**src/hw/rtl/fpp_pkg.sv**
```systemverilog
// Shared types, constants and the CRC-16 byte update for the framed packet parser.
package fpp_pkg;

  localparam logic [7:0]  SYNC_RESET = 8'h55;
  localparam logic [15:0] CRC_POLY   = 16'h1021;

  // Register byte index (paddr[2]) of the one configuration register.
  localparam logic REG_SYNC_BYTE = 1'b0;

  typedef enum logic [2:0] {
    PH_HUNT   = 3'd0,
    PH_TYPE   = 3'd1,
    PH_SENDER = 3'd2,
    PH_LEN    = 3'd3,
    PH_MSG    = 3'd4,
    PH_CRC    = 3'd5
  } phase_t;

  typedef enum logic [1:0] {
    EV_NONE    = 2'd0,
    EV_PAYLOAD = 2'd1,
    EV_GOOD    = 2'd2,
    EV_CRC_ERR = 2'd3
  } event_t;

  typedef struct packed {
    logic       valid;
    logic [7:0] rx_byte;
  } in_item_t;

  typedef struct packed {
    event_t      event_res;
    logic [7:0]  data_byte;
    logic [7:0]  byte_index;
    logic [15:0] message_type;
    logic [15:0] src_id;
    logic [7:0]  payload_len;
  } result_t;

  // CRC-16 XMODEM, MSB first, one byte per call.
  function automatic logic [15:0] crc16_feed(input logic [15:0] crc, input logic [7:0] b);
    logic [15:0] c;
    c = crc ^ {b, 8'h00};
    for (int i = 0; i < 8; i++) begin
      if (c[15]) begin
        c = {c[14:0], 1'b0} ^ CRC_POLY;
      end else begin
        c = {c[14:0], 1'b0};
      end
    end
    return c;
  endfunction

endpackage

```
**src/hw/rtl/fpp_in_stage.sv**
```systemverilog
// Input register stage: holds one received byte until the parser takes it.
module fpp_in_stage (
  input  logic              clk,
  input  logic              rst,
  input  logic              s_tvalid,
  output logic              s_tready,
  input  logic [7:0]        s_tdata,   // rx_byte[7:0]
  output fpp_pkg::in_item_t item,
  input  logic              take
);

  logic       valid;
  logic [7:0] rx_byte;

  assign s_tready = !valid || take;
  assign item     = '{valid: valid, rx_byte: rx_byte};

  always_ff @(posedge clk) begin
    if (rst) begin
      valid <= 1'b0;
    end else if (s_tready) begin
      valid <= s_tvalid;
    end
  end

  always_ff @(posedge clk) begin
    if (s_tvalid && s_tready) begin
      rx_byte <= s_tdata;
    end
  end

endmodule

```
**src/hw/rtl/fpp_parser.sv**
```systemverilog
// Frame parser: phase tracking, header capture, running CRC and the result register.
module fpp_parser (
  input  logic              clk,
  input  logic              rst,
  input  logic [7:0]        sync_byte,
  input  fpp_pkg::in_item_t item,
  output logic              take,
  output logic              res_valid,
  input  logic              res_ready,
  output fpp_pkg::result_t  res
);

  fpp_pkg::phase_t  phase, phase_next;
  logic [7:0]       byte_count, byte_count_next;
  logic [15:0]      type_reg, type_reg_next;
  logic [15:0]      sender_reg, sender_reg_next;
  logic [7:0]       length_reg, length_reg_next;
  logic [15:0]      running_crc, running_crc_next;
  logic [7:0]       crc_low_byte, crc_low_byte_next;
  fpp_pkg::result_t res_next;

  logic [15:0] crc_upd;
  logic [7:0]  count_inc;
  logic [7:0]  b;

  assign take      = item.valid && (!res_valid || res_ready);
  assign b         = item.rx_byte;
  assign crc_upd   = fpp_pkg::crc16_feed(running_crc, b);
  assign count_inc = byte_count + 8'd1;

  always_comb begin
    phase_next        = phase;
    byte_count_next   = byte_count;
    type_reg_next     = type_reg;
    sender_reg_next   = sender_reg;
    length_reg_next   = length_reg;
    running_crc_next  = running_crc;
    crc_low_byte_next = crc_low_byte;
    res_next          = '{event_res: fpp_pkg::EV_NONE, default: '0};

    case (phase)
      fpp_pkg::PH_HUNT: begin
        if (b == sync_byte) begin
          phase_next       = fpp_pkg::PH_TYPE;
          byte_count_next  = 8'd0;
          running_crc_next = 16'd0;
        end
      end
      fpp_pkg::PH_TYPE: begin
        running_crc_next = crc_upd;
        if (byte_count == 8'd0) begin
          type_reg_next   = {type_reg[15:8], b};
          byte_count_next = 8'd1;
        end else begin
          type_reg_next   = {b, type_reg[7:0]};
          byte_count_next = 8'd0;
          phase_next      = fpp_pkg::PH_SENDER;
        end
      end
      fpp_pkg::PH_SENDER: begin
        running_crc_next = crc_upd;
        if (byte_count == 8'd0) begin
          sender_reg_next = {sender_reg[15:8], b};
          byte_count_next = 8'd1;
        end else begin
          sender_reg_next = {b, sender_reg[7:0]};
          byte_count_next = 8'd0;
          phase_next      = fpp_pkg::PH_LEN;
        end
      end
      fpp_pkg::PH_LEN: begin
        running_crc_next = crc_upd;
        length_reg_next  = b;
        byte_count_next  = 8'd0;
        // zero length skips straight to the CRC bytes
        phase_next       = (b == 8'd0) ? fpp_pkg::PH_CRC : fpp_pkg::PH_MSG;
      end
      fpp_pkg::PH_MSG: begin
        running_crc_next      = crc_upd;
        res_next.event_res    = fpp_pkg::EV_PAYLOAD;
        res_next.data_byte    = b;
        res_next.byte_index   = byte_count;
        res_next.message_type = type_reg;
        res_next.src_id       = sender_reg;
        res_next.payload_len  = length_reg;
        if (count_inc >= length_reg) begin
          byte_count_next = 8'd0;
          phase_next      = fpp_pkg::PH_CRC;
        end else begin
          byte_count_next = count_inc;
        end
      end
      fpp_pkg::PH_CRC: begin
        if (byte_count == 8'd0) begin
          crc_low_byte_next = b;
          byte_count_next   = 8'd1;
        end else begin
          res_next.event_res    = ({b, crc_low_byte} == running_crc) ?
                                  fpp_pkg::EV_GOOD : fpp_pkg::EV_CRC_ERR;
          res_next.message_type = type_reg;
          res_next.src_id       = sender_reg;
          res_next.payload_len  = length_reg;
          byte_count_next       = 8'd0;
          phase_next            = fpp_pkg::PH_HUNT;
        end
      end
      default: begin
        // unused phase code: drop the byte and go back to hunting
        phase_next      = fpp_pkg::PH_HUNT;
        byte_count_next = 8'd0;
      end
    endcase
  end

  always_ff @(posedge clk) begin
    if (rst) begin
      phase        <= fpp_pkg::PH_HUNT;
      byte_count   <= 8'd0;
      type_reg     <= 16'd0;
      sender_reg   <= 16'd0;
      length_reg   <= 8'd0;
      running_crc  <= 16'd0;
      crc_low_byte <= 8'd0;
    end else if (take) begin
      phase        <= phase_next;
      byte_count   <= byte_count_next;
      type_reg     <= type_reg_next;
      sender_reg   <= sender_reg_next;
      length_reg   <= length_reg_next;
      running_crc  <= running_crc_next;
      crc_low_byte <= crc_low_byte_next;
    end
  end

  always_ff @(posedge clk) begin
    if (rst) begin
      res_valid <= 1'b0;
    end else if (take) begin
      res_valid <= 1'b1;
    end else if (res_ready) begin
      res_valid <= 1'b0;
    end
  end

  always_ff @(posedge clk) begin
    if (take) begin
      res <= res_next;
    end
  end

endmodule

```
**src/hw/rtl/framed_packet_parser_crc16.sv**
```systemverilog
// Top level of the framed packet parser: APB register, input stage, parser.
//
// Input stream (s_*): one received byte per item in s_tdata. The parser hunts
// for the sync byte, then reads type (2 bytes, LE), sender id (2 bytes, LE),
// a length byte, that many payload bytes and a CRC-16 (LE), XMODEM flavor,
// computed over everything between the sync byte and the CRC field.
// Output stream (m_*): exactly one item per input item. m_tuser carries the
// event: none, payload byte (forwarded immediately, index in byte_index),
// frame good, or CRC mismatch. Payload is not buffered; drop it on a mismatch.
// An accepted item sits in the input register until the parser takes it, is
// parsed and lands in the result register, which raises m_tvalid.
// Throughput is one item per cycle while m_tready stays high, set by the single
// parse step (one CRC byte update) between the two registers.
// When m_tready is low the result register holds; one more item waits in the
// input register, after which s_tready drops.
// Reset (rst, synchronous): parser hunting, CRC and header cleared, both
// stages empty, sync_byte back to 0x55. APB: sync_byte at address 0.
module framed_packet_parser_crc16 (
  input  logic        clk,
  input  logic        rst,
  // APB configuration
  input  logic        psel,
  input  logic        penable,
  input  logic        pwrite,
  input  logic [2:0]  paddr,
  input  logic [31:0] pwdata,
  output logic [31:0] prdata,
  output logic        pready,
  // input stream
  input  logic        s_tvalid,
  output logic        s_tready,
  input  logic [7:0]  s_tdata,   // rx_byte[7:0]
  // result stream
  output logic        m_tvalid,
  input  logic        m_tready,
  output logic [55:0] m_tdata,   // data_byte[7:0], byte_index[15:8], message_type[31:16],
                                 // src_id[47:32], payload_len[55:48]
  output logic [1:0]  m_tuser    // event_res[1:0]
);

  logic              [7:0] sync_byte;
  fpp_pkg::in_item_t item;
  fpp_pkg::result_t  res;
  logic              take;
  logic              sel_sync;

  assign pready   = 1'b1;
  assign sel_sync = (paddr[2] == fpp_pkg::REG_SYNC_BYTE);

  always_ff @(posedge clk) begin
    if (rst) begin
      sync_byte <= fpp_pkg::SYNC_RESET;
    end else if (psel && penable && pwrite && pready && sel_sync) begin
      sync_byte <= pwdata[7:0];
    end
  end

  assign prdata = sel_sync ? {24'd0, sync_byte} : 32'd0;

  fpp_in_stage u_in (
    .clk      (clk),
    .rst      (rst),
    .s_tvalid (s_tvalid),
    .s_tready (s_tready),
    .s_tdata  (s_tdata),
    .item     (item),
    .take     (take)
  );

  fpp_parser u_parser (
    .clk       (clk),
    .rst       (rst),
    .sync_byte (sync_byte),
    .item      (item),
    .take      (take),
    .res_valid (m_tvalid),
    .res_ready (m_tready),
    .res       (res)
  );

  assign m_tdata = {res.payload_len, res.src_id, res.message_type,
                    res.byte_index, res.data_byte};
  assign m_tuser = res.event_res;

endmodule
```
**config.mk**
```make
export PLATFORM = sky130hd
export DESIGN_NAME = framed_packet_parser_crc16
export DESIGN_NICKNAME = d
export VERILOG_FILES = /design/src/hw/rtl/fpp_pkg.sv /design/src/hw/rtl/fpp_in_stage.sv /design/src/hw/rtl/fpp_parser.sv /design/src/hw/rtl/framed_packet_parser_crc16.sv
export SDC_FILE = /design/constraint.sdc
export NUM_CORES = 1
export LEC_CHECK = 0
export ABC_AREA = 0
export BUFFER_PORTS_ARGS = -buffer_cell sky130_fd_sc_hd__buf_2
export CORE_AREA = 5 5 114 116
export DETAILED_ROUTE_END_ITERATION = 10
export DIE_AREA = 0 0 119 121
export GPL_TIMING_DRIVEN = 0
export PLACE_DENSITY = 0.83
export SLEW_MARGIN = 10
export SYNTH_ARGS = -nofsm -noshare
export SYNTH_HDL_FRONTEND = slang
export SYNTH_HIERARCHICAL = 1
export SYNTH_SLANG_ARGS = --single-unit
```
**constraint.sdc**
```tcl
create_clock -name clk -period 5.71 [get_ports clk]
set_clock_uncertainty 0.15 [all_clocks]
set_input_delay 0.8565 -clock clk [delete_from_list [all_inputs] [get_ports clk]]
set_output_delay 0.8565 -clock clk [all_outputs]
set_load 0.01 [all_outputs]
```
After elaboration in Yosys (flattened, before gate mapping)
Index checks and enable logic that the tools add are counted.
{"block": "word_totals", "ff_bits": 151, "in_bits": 50, "word_cells": 98}
{"block": "classes", "add_sub_neg": 1, "order_cmp": 1, "n_eq_ne": 12, "muxes": 29, "n_bitwise": 11, "reduce_logical": 25}
{"op": "$mux W13", "n": 8}
{"op": "$pmux W40 S2", "n": 1}
{"op": "$mux W40", "n": 1}
{"op": "$pmux W16 S2", "n": 1}
{"op": "$mux W8", "n": 3}
{"op": "$not A3 Y3", "n": 8}
{"op": "$pmux W8 S3", "n": 1}
{"op": "$pmux W3 S6", "n": 1}
{"op": "$reduce_and A3 Y1", "n": 6}
{"op": "$eq A16 B16 Y1", "n": 1}
{"op": "$logic_not A8 Y1", "n": 2}
{"op": "$mux W16", "n": 1}
{"op": "$xor A16 B16 Y16", "n": 1}
{"op": "$mux W3", "n": 5}
{"op": "$add A8 B1 Y8 const B", "n": 1}
{"op": "$eq A8 B8 Y1", "n": 1}
{"op": "$ge A8 B8 Y1", "n": 1}
{"op": "$eq A3 B2 Y1 const B", "n": 2}
{"op": "$eq A3 B3 Y1 const B", "n": 2}
{"op": "$ne A2 B2 Y1 const B", "n": 3}
{"op": "$reduce_and A6 Y1", "n": 1}
{"op": "$logic_and A1 B1 Y1", "n": 5}
{"op": "$mux W1", "n": 5}
{"op": "$ne A2 B1 Y1 const B", "n": 2}
{"op": "other kinds (11)", "n": 16}

Longest topological paths before layout
Gate-level depths: netlist (run 1).
{"block": "depth", "word_depth": 18, "depth_mapped": 11, "mapped_depth_nobuf": 11}

Hierarchy
The synthesis (run 1) kept the hierarchy.
{"module": "fpp_parser", "n_inst": 1, "cells_per_inst": 508, "area_per_inst_um2": 5875.6, "seq_area_each_um2": 3263.1}
{"module": "framed_packet_parser_crc16", "n_inst": 1, "cells_per_inst": 70, "area_per_inst_um2": 610.6, "seq_area_each_um2": 160.2}
{"module": "fpp_in_stage", "n_inst": 1, "cells_per_inst": 14, "area_per_inst_um2": 302.8, "seq_area_each_um2": 260.2}

Least setup slack after synthesis (run 1)
Ideal clock, no wire load.
{"block": "synth_path", "kind": "input port to output port", "from": "input port m_tready", "to": "output port s_tready", "arrival_time_ps": 2798, "t_required_ps": 4703, "setup_slack_ps": 1905, "cell_stages": 5, "cell_sequence": "nand2b_1 nand2_1 buf_2 inv_1 nand2b_4"}
{"block": "synth_between", "elab_chain_len": 3}
{"item": "start: declaration", "line": "framed_packet_parser_crc16.sv:35", "text": "input logic m_tready,"}
{"item": "$logic_or A1 B1 Y1", "line": "fpp_parser.sv:26", "text": "assign take = item.valid && (!res_valid || res_ready);"}
{"item": "$logic_and A1 B1 Y1", "line": "fpp_parser.sv:26"}
{"item": "net take", "line": "framed_packet_parser_crc16.sv:44", "text": "logic take;"}
{"item": "$logic_or A1 B1 Y1", "line": "fpp_in_stage.sv:15", "text": "assign s_tready = !valid || take;"}
{"item": "end: declaration", "line": "framed_packet_parser_crc16.sv:31", "text": "output logic s_tready,"}
The timed path passes the listed nets, and every way through them passes these cells.

Worst setup path in the final report (run 1)
{"block": "layout_path", "from": "register u_parser.byte_count[0]", "to": "register u_parser.phase[1]"}
{"block": "layout_between", "elab_chain_len": 4}
{"item": "start: declaration", "line": "fpp_parser.sv:14", "text": "logic [7:0] byte_count, byte_count_next;"}
{"item": "start signal: assignment", "line": "fpp_parser.sv:126", "text": "byte_count <= byte_count_next;"}
{"item": "$add A8 B1 Y8", "line": "fpp_parser.sv:29", "text": "assign count_inc = byte_count + 8'd1;"}
{"item": "$ge A8 B8 Y1", "line": "fpp_parser.sv:86", "text": "if (count_inc >= length_reg) begin"}
{"item": "$ne A2 B1 Y1 (no line)"}
{"item": "$reduce_and A6 Y1 (no line) (*)"}
{"item": "end signal: assignment", "line": "fpp_parser.sv:117", "text": "phase <= fpp_pkg::PH_HUNT;"}
{"item": "end signal: assignment", "line": "fpp_parser.sv:125", "text": "phase <= phase_next;"}
{"item": "end: declaration", "line": "fpp_parser.sv:13", "text": "fpp_pkg::phase_t phase, phase_next;"}
Mark *: on every way between the ends. The rest lies on a longest branch, timed or not.
A chain may end at the register's enable or synchronous reset.

==> flow_metrics.py, run 1 <==
metrics = {
    "layout": {
        "drive_gt1_share_pct": 25.85,
        "diodes": 0,
        "final_common_cell": "buf_2",
        "layout.nets": 786,
        "most-common-layout-cells": "buf_2, dfxtp_1, nor2_1",
        "regMostFlops": "u_parser/res",
        "fillers": 881,
        "largest_reg_flops": 58,
        "syn2layout_area_growth_pct": 19.50,
    },
    "sta": {
        "worstMarginPinSlew_ns": 0.7728,
        "min_period_over_period_pct": 58.54,
        "fin_crit_ns": 3.343,
        "slew_headroom_pct": 48.10,
        "rsz0062_at_grt": "false",
        "fmax_ghz": 0.2992,
        "slew_violations": 0,
        "setup_viol": 0,
        "final_hold_viol_count": 0,
        "layout_setup_ws_ns": 2.367,
        "tns_ns": 0,
    },
    "synthesis": {
        "postSynthAreaPerCell_sq_um": 11.47,
        "synth_compound_area_share_pct": 5.695,
        "ys_seq_area_share_pct": 54.26,
        "synth_cell_type_count": 55,
        "yosys-mux-area-fraction_pct": 8.257,
        "ys_top_cells_by_area": "edfxtp_1, dfxtp_1, mux2i_1",
        "synth_top_area_share_pct": 29.19,
        "synth_fa_ha_area_share_pct": 1.843,
        "synthSimpleGateAreaFrac_pct": 16.59,
        "synth_flop_cell": "dfxtp_1",
        "synth_area_sq_um": 6789,
        "syn_inst": 592,
        "ys_ff_latch": 151,
        "synthArstFlopShare_pct": 0,
        "synth_top_area_cell": "edfxtp_1",
        "synth_warnings": 6,
        "synth_edf_count": 66,
        "synth-xor-area-share_pct": 6.192,
        "synth_top_family_by_area": "simple AND/OR/NAND/NOR gates",
    },
    "pwr": {
        "p_per_area_nw_per_um2": 297.4,
        "p_leak_nw": 3.231,
        "vdd_drop_max_mv": 0.1677,
    },
    "setup_path": {
        "endpoint_kind": "flop",
        "path_cells": "nand3_1, nor3_1, nand3_1, xnor2_1, ha_1, nand4_1, a31oi_1, o21ai_0, or4_1, a21oi_1",
        "cp.arrival_ns": 3.54,
        "critical_path.max_fanout": 7,
        "max_stage_delay_ns": 0.50,
        "cpMaxStageDelayCell": "or4_1",
        "start_kind": "flop",
        "critPathKind": "flop to flop",
        "crit_path_frequent_cell": "nand3_1",
        "critPathRequiredTime_ns": 5.91,
    },
    "floorplanning": {
        "die_x_um": 119,
        "die_h_um": 121,
        "dieArea_sq_um": 14400,
        "core_area_sq_um": 11810,
        "start_util_pct": 57.48,
        "io_pins": 143,
        "fp-row-count": 40,
    },
    "min_path": {
        "holdCritPathClass": "flop to flop",
    },
    "job": {
        "drv_cap": 0,
    },
    "routing": {
        "vias": 4805,
        "ant_nets": 0,
        "drt-total-wl_um": 14980,
        "drt-initial-drc-count": 296,
        "via_per_inst": 5.423,
        "wl_per_cell_um": 16.90,
        "firstDrtPassIters": 5,
        "drc": 0,
    },
    "clock_network": {
        "cts_buffer_depth": 2,
        "cts.repair.resized": 0,
        "htreeDepth": 4,
        "ctsHoldBuffers": 0,
        "insertion_delay_ns": 0.42,
        "clkTransAtPathRegs_ns": 0.06,
        "cts_tree": "built",
        "ctsRootBufferMaster": "clkbuf_16",
        "cts_made_buffers": 17,
        "clock-sinks": 151,
        "cts_setup_buffers": 0,
    },
    "grt": {
        "grt_pass1_wl_um": 24470,
        "grt_max_degree": 49,
        "antenna_found_initial": 0,
        "grtUsageTotal_pct": 21.53,
        "grt_remaining_overflow": 0,
        "first_global_vias": 4900,
    },
    "place": {
        "dp_hpwl_um": 10250,
        "pre_cts_slack_ns": 2.546,
        "gp_congestion": 0.8986,
        "portBuffers": 91,
    },
    "outcome": {
        "outcome": "finished clean",
    },
}
==> cells in the mapped netlist, types with 11 or more instances <==
cell / number
nand2_1: 11
xnor2_1: 30
nor3_1: 11
nor2_1: 67
inv_1: 20
and2_1: 44
nand2b_1: 11
edfxtp_1: 66
dfxtp_1: 85
clkbuf_1: 16
buf_4: 29
a22o_1: 16
xor2_1: 18
mux2i_1: 56
==> cell type report <==
class,instances,area [sq um],share of cell area [%]
multi-input combinational,385,2713,33.44
clock inverter,15,152.6,1.882
tap,147,183.9,2.267
sequential,151,3684,45.40
buffer,59,404.1,4.981
timing repair buffer,92,475.5,5.861
inverter,20,75.07,0.9254
clock buffer,17,425.4,5.244
==> layer usage <==
layer,global-route usage (%),vias to the layer above,part of all wire (%)
met3,4.149,42,6.7
met1,25.87,2279,41
met4,9.993,0,3.2
met2,37.34,225,50
li1,-,2259,-
met5,0,-,0
==> kinds of logic (layout without fill, tap and decap cells) <==
group,Yosys count,after routing
flops,151,151
other cells,2,25
simple gates,193,193
fa+ha+maj,10,10
xor+xnor,48,48
mux,56,56
buf+inv,79,203
compound gates,53,53
==> report_power, final <==
group	internal [mW]	total [mW]	switching, mW
clock network	0.644	1.09	0.445
logic	0.0629	0.164	0.101
registers	1.15	1.16	0.00745
==> metrics by stage <==
stage	total power, mW	cell area, sq um	util [%]	instances	hold slack [ns]
2_1_floorplan	1.289	6875	-	615	0.3015
6_report	2.413	8113	68.69	886	0.3329
3_3_place_gp	1.341	7515	63.62	853	0.3138
5_1_grt	2.488	8113	68.69	886	0.3525
4_1_cts	2.424	8113	68.69	886	0.3381
3_5_place_dp	1.346	7535	63.79	854	0.3231
==> worst max-delay path, delay by kind of cell, from the launching register on <==
kind,cells,cell delay [ns]
xor gates and xnor gates,1,0.19
AOI/OAI and AO/OA,3,0.74
DFF,1,0.47
and+or+nand+nor,5,1.39
adders and majority gates,1,0.34
==> worst paths after layout <==
kind | from | to | slack, ns | cells after the start
worst max-delay path | u_parser/byte_count[0] | u_parser/phase[1] | 2.37 | 10
worst min-delay path | u_parser/type_reg[14] | u_parser/type_reg[14] | 0.33 | 2
worst max register to register | u_parser/byte_count[0] | u_parser/phase[1] | 2.37 | 10
worst min register to register | u_parser/type_reg[14] | u_parser/type_reg[14] | 0.33 | 2
Note: power is estimated with default switching activity, not from simulation.
==> run 2: changes to the inputs <==
- ABC_AREA: 0 -> 1
- CORE_AREA: 5 5 114 116 -> 5 5 125 127
- DIE_AREA: 0 0 119 121 -> 0 0 130 132
- PLACE_DENSITY: 0.83 -> 0.75
- clock period: 5.71 -> 2.9 ns (I/O delays scaled with it)
==> run 2 against run 1 <==
  * Die area grew 19%
  * Combinational power rose to 2.5 times the previous value
  * Global-route usage decreased by 0.57 points
  * Final area is 4.0% higher
  * Critical path depth is 2 lower
  * Power increased by 100%
  * Hold slack got worse by 0.31 ns
  * Non-clock buffer count unchanged
  * Count of clock-buffer cells in the layout grew 1
  * Critical path type is now flop to primary output
  * Critical endpoint is now s_tready
  * Highest routed layer unchanged
==> flow_metrics.py, run 2 <==
metrics = {
    "clock_network": {
        "htreeDepth": 4,
        "cts_setup_buffers": 0,
        "insertion_delay_ns": 0.43,
        "clock-sinks": 151,
        "cts_tree": "built",
        "clkTransAtPathRegs_ns": 0.06,
        "cts_buffer_depth": 2,
        "ctsRootBufferMaster": "clkbuf_16",
        "cts_made_buffers": 17,
    },
    "sta": {
        "fmax_ghz": 0.3683,
        "min_period_over_period_pct": 93.63,
        "fin_crit_ns": 2.715,
        "rsz0062_at_grt": "false",
        "setup_viol": 0,
        "slew_violations": 0,
        "holdWs_ns": 0.02670,
        "final_hold_viol_count": 0,
        "slew_headroom_pct": 49.12,
        "worstMarginPinSlew_ns": 0.7632,
    },
    "setup_path": {
        "start_kind": "flop",
        "r2r_cells": 7,
        "r2r_start": "u_in/valid",
        "r2r_slack_ns": 0.28,
        "rr_endpoint": "u_in/rx_byte[0]",
        "critPathKind": "flop to primary output",
        "cp.arrival_ns": 2.13,
        "critical_path.max_fanout": 68,
        "critPathRequiredTime_ns": 2.32,
        "endpoint_kind": "primary output",
    },
    "pwr": {
        "p_total_mw": 4.883,
        "p_leak_nw": 3.689,
        "p_per_area_nw_per_um2": 578.7,
        "vdd_drop_max_mv": 0.3579,
    },
    "min_path": {
        "holdPathEnd": "u_in/rx_byte[1]",
        "holdPathStages": 1,
        "min_from": "s_tdata[1]",
        "holdCritPathClass": "input port to flop",
    },
    "layout": {
        "drive_gt1_share_pct": 20.61,
        "layout.cells.non_filler": 1193,
        "syn2layout_area_growth_pct": 19.43,
        "largest_reg_flops": 58,
        "diodes": 0,
        "layout.nets": 1056,
        "final_common_cell": "nand2_1",
        "regMostFlops": "u_parser/res",
        "fillers": 1288,
        "most-common-layout-cells": "nand2_1, inv_1, nor2_1",
        "post-route-util_pct": 58.95,
    },
    "routing": {
        "drt-initial-drc-count": 521,
        "firstDrtPassIters": 5,
        "wl_per_cell_um": 14.61,
        "vias": 5998,
        "drt-total-wl_um": 17430,
        "via_per_inst": 5.028,
        "ant_nets": 0,
        "drc": 0,
    },
    "grt": {
        "grt_max_degree": 69,
        "grtUsageTotal_pct": 20.96,
        "grt_remaining_overflow": 0,
        "first_global_vias": 5724,
        "antenna_found_initial": 0,
        "grt_pass1_wl_um": 28220,
    },
    "place": {
        "portBuffers": 90,
        "place_inst": 1161,
        "gp_congestion": 0.9705,
        "dp_hpwl_um": 12190,
    },
    "synthesis": {
        "synthSimpleGateAreaFrac_pct": 22.21,
        "synth_edf_count": 66,
        "ys_top_cells_by_area": "edfxtp_1, dfxtp_1, nand2_1",
        "syn_inst": 864,
        "synthTopCellsByCount": "nand2_1, inv_1, nor2_1",
        "synthArstFlopShare_pct": 0,
        "postSynthAreaPerCell_sq_um": 8.178,
        "synth_top_family_by_area": "simple AND/OR/NAND/NOR gates",
        "ys_ff_latch": 151,
        "yosysMostFrequentCell": "nand2_1",
        "ys_seq_area_share_pct": 52.13,
        "synth_fa_ha_area_share_pct": 1.771,
        "synth_cell_type_count": 34,
        "synth_warnings": 6,
        "synth_area_sq_um": 7066,
        "synth_flop_cell": "dfxtp_1",
        "synth_compound_area_share_pct": 9.952,
        "synth_top_area_share_pct": 28.05,
        "yosys-mux-area-fraction_pct": 0,
        "synth_top_area_cell": "edfxtp_1",
        "synth-xor-area-share_pct": 1.488,
    },
    "floorplanning": {
        "io_pins": 143,
        "dieArea_sq_um": 17160,
        "die_h_um": 132,
        "core_area_sq_um": 14310,
        "fp-row-count": 44,
        "die_x_um": 130,
        "start_util_pct": 49.36,
    },
    "job": {
        "drv_cap": 0,
    },
    "outcome": {
        "outcome": "finished clean",
    },
}
==> run 2: worst max path at each step <==
stage / from / to / slack (ns) / cells after the start
after detailed placement: m_tready / u_in/rx_byte[6] / -0.16 / 7
final: u_in/valid / s_tready / 0.18 / 8
after CTS: u_in/valid / s_tready / 0.03 / 8
after floorplan: u_in/valid / u_in/rx_byte[0] / 0.14 / 7
after global placement: m_tready / u_in/rx_byte[6] / -0.58 / 7
after global routing: u_parser/byte_count[0] / u_parser/phase[1] / 0.03 / 14
==> run 2: cell type report <==
| type | count | area, sq um | area share, % |
|---|---|---|---|
| clock inverters | 14 | 157.7 | 1.868 |
| multi-input cells | 549 | 2599 | 30.80 |
| well taps | 184 | 230.2 | 2.728 |
| repair buffers | 90 | 450.4 | 5.338 |
| inverters | 126 | 475.5 | 5.635 |
| plain buffers | 61 | 412.9 | 4.893 |
| flip-flops and latches | 151 | 3684 | 43.65 |
| clock buffers | 18 | 429.2 | 5.086 |
==> run 2: cells by family (layout without fill, tap and decap cells) <==
group / count (synthesis) / after routing
and+or+nand+nor: 364 / 364
buffers and inverters: 187 / 309
DFF: 151 / 151
AOI/OAI and AO/OA: 138 / 138
xor gates and xnor gates: 12 / 12
adders and majority gates: 10 / 10
other: 2 / 25
==> run 2: worst max-delay path, stage by stage (launching register included) <==
cell	delay (ns)
dfxtp_1	0.36
buf_4	0.15
inv_1	0.05
a21oi_1	0.19
buf_2	0.30
buf_12	0.34
inv_2	0.08
nand2_2	0.08
buf_2	0.13
==> run 2: layer usage <==
layer,track usage [%],routed length [um]
met1,27.27,7283
met2,33.87,8390
met3,3.768,1252
met4,9.527,499
met5,0,0
==> run 2: stage by stage <==
| stage | setup slack [ns] | setup TNS [ns] | instance area (sq um) |
|---|---|---|---|
| after global routing | 0.02791 | 0 | 8438 |
| after CTS | 0.03181 | 0 | 8431 |
| after floorplan | 0.1354 | 0 | 7153 |
| after detailed placement | -0.1640 | -1.311 | 7836 |
| final | 0.1846 | 0 | 8438 |
| after global placement | -0.5758 | -4.858 | 7834 |
==> run 2: report_power, final <==
| group | total (mW) | switching [mW] | internal, mW |
|---|---|---|---|
| combinational | 0.412 | 0.275 | 0.137 |
| clock | 2.18 | 0.957 | 1.22 |
| sequential | 2.29 | 0.0194 | 2.27 |
==> run 2: repair_timing <==
item | CTS | global route
setup endpoints to repair | 9 | 11
hold buffers | 0 | 0
pin swaps | 0 | 0
resized for setup | 2 | 2
gates cloned | 0 | 0
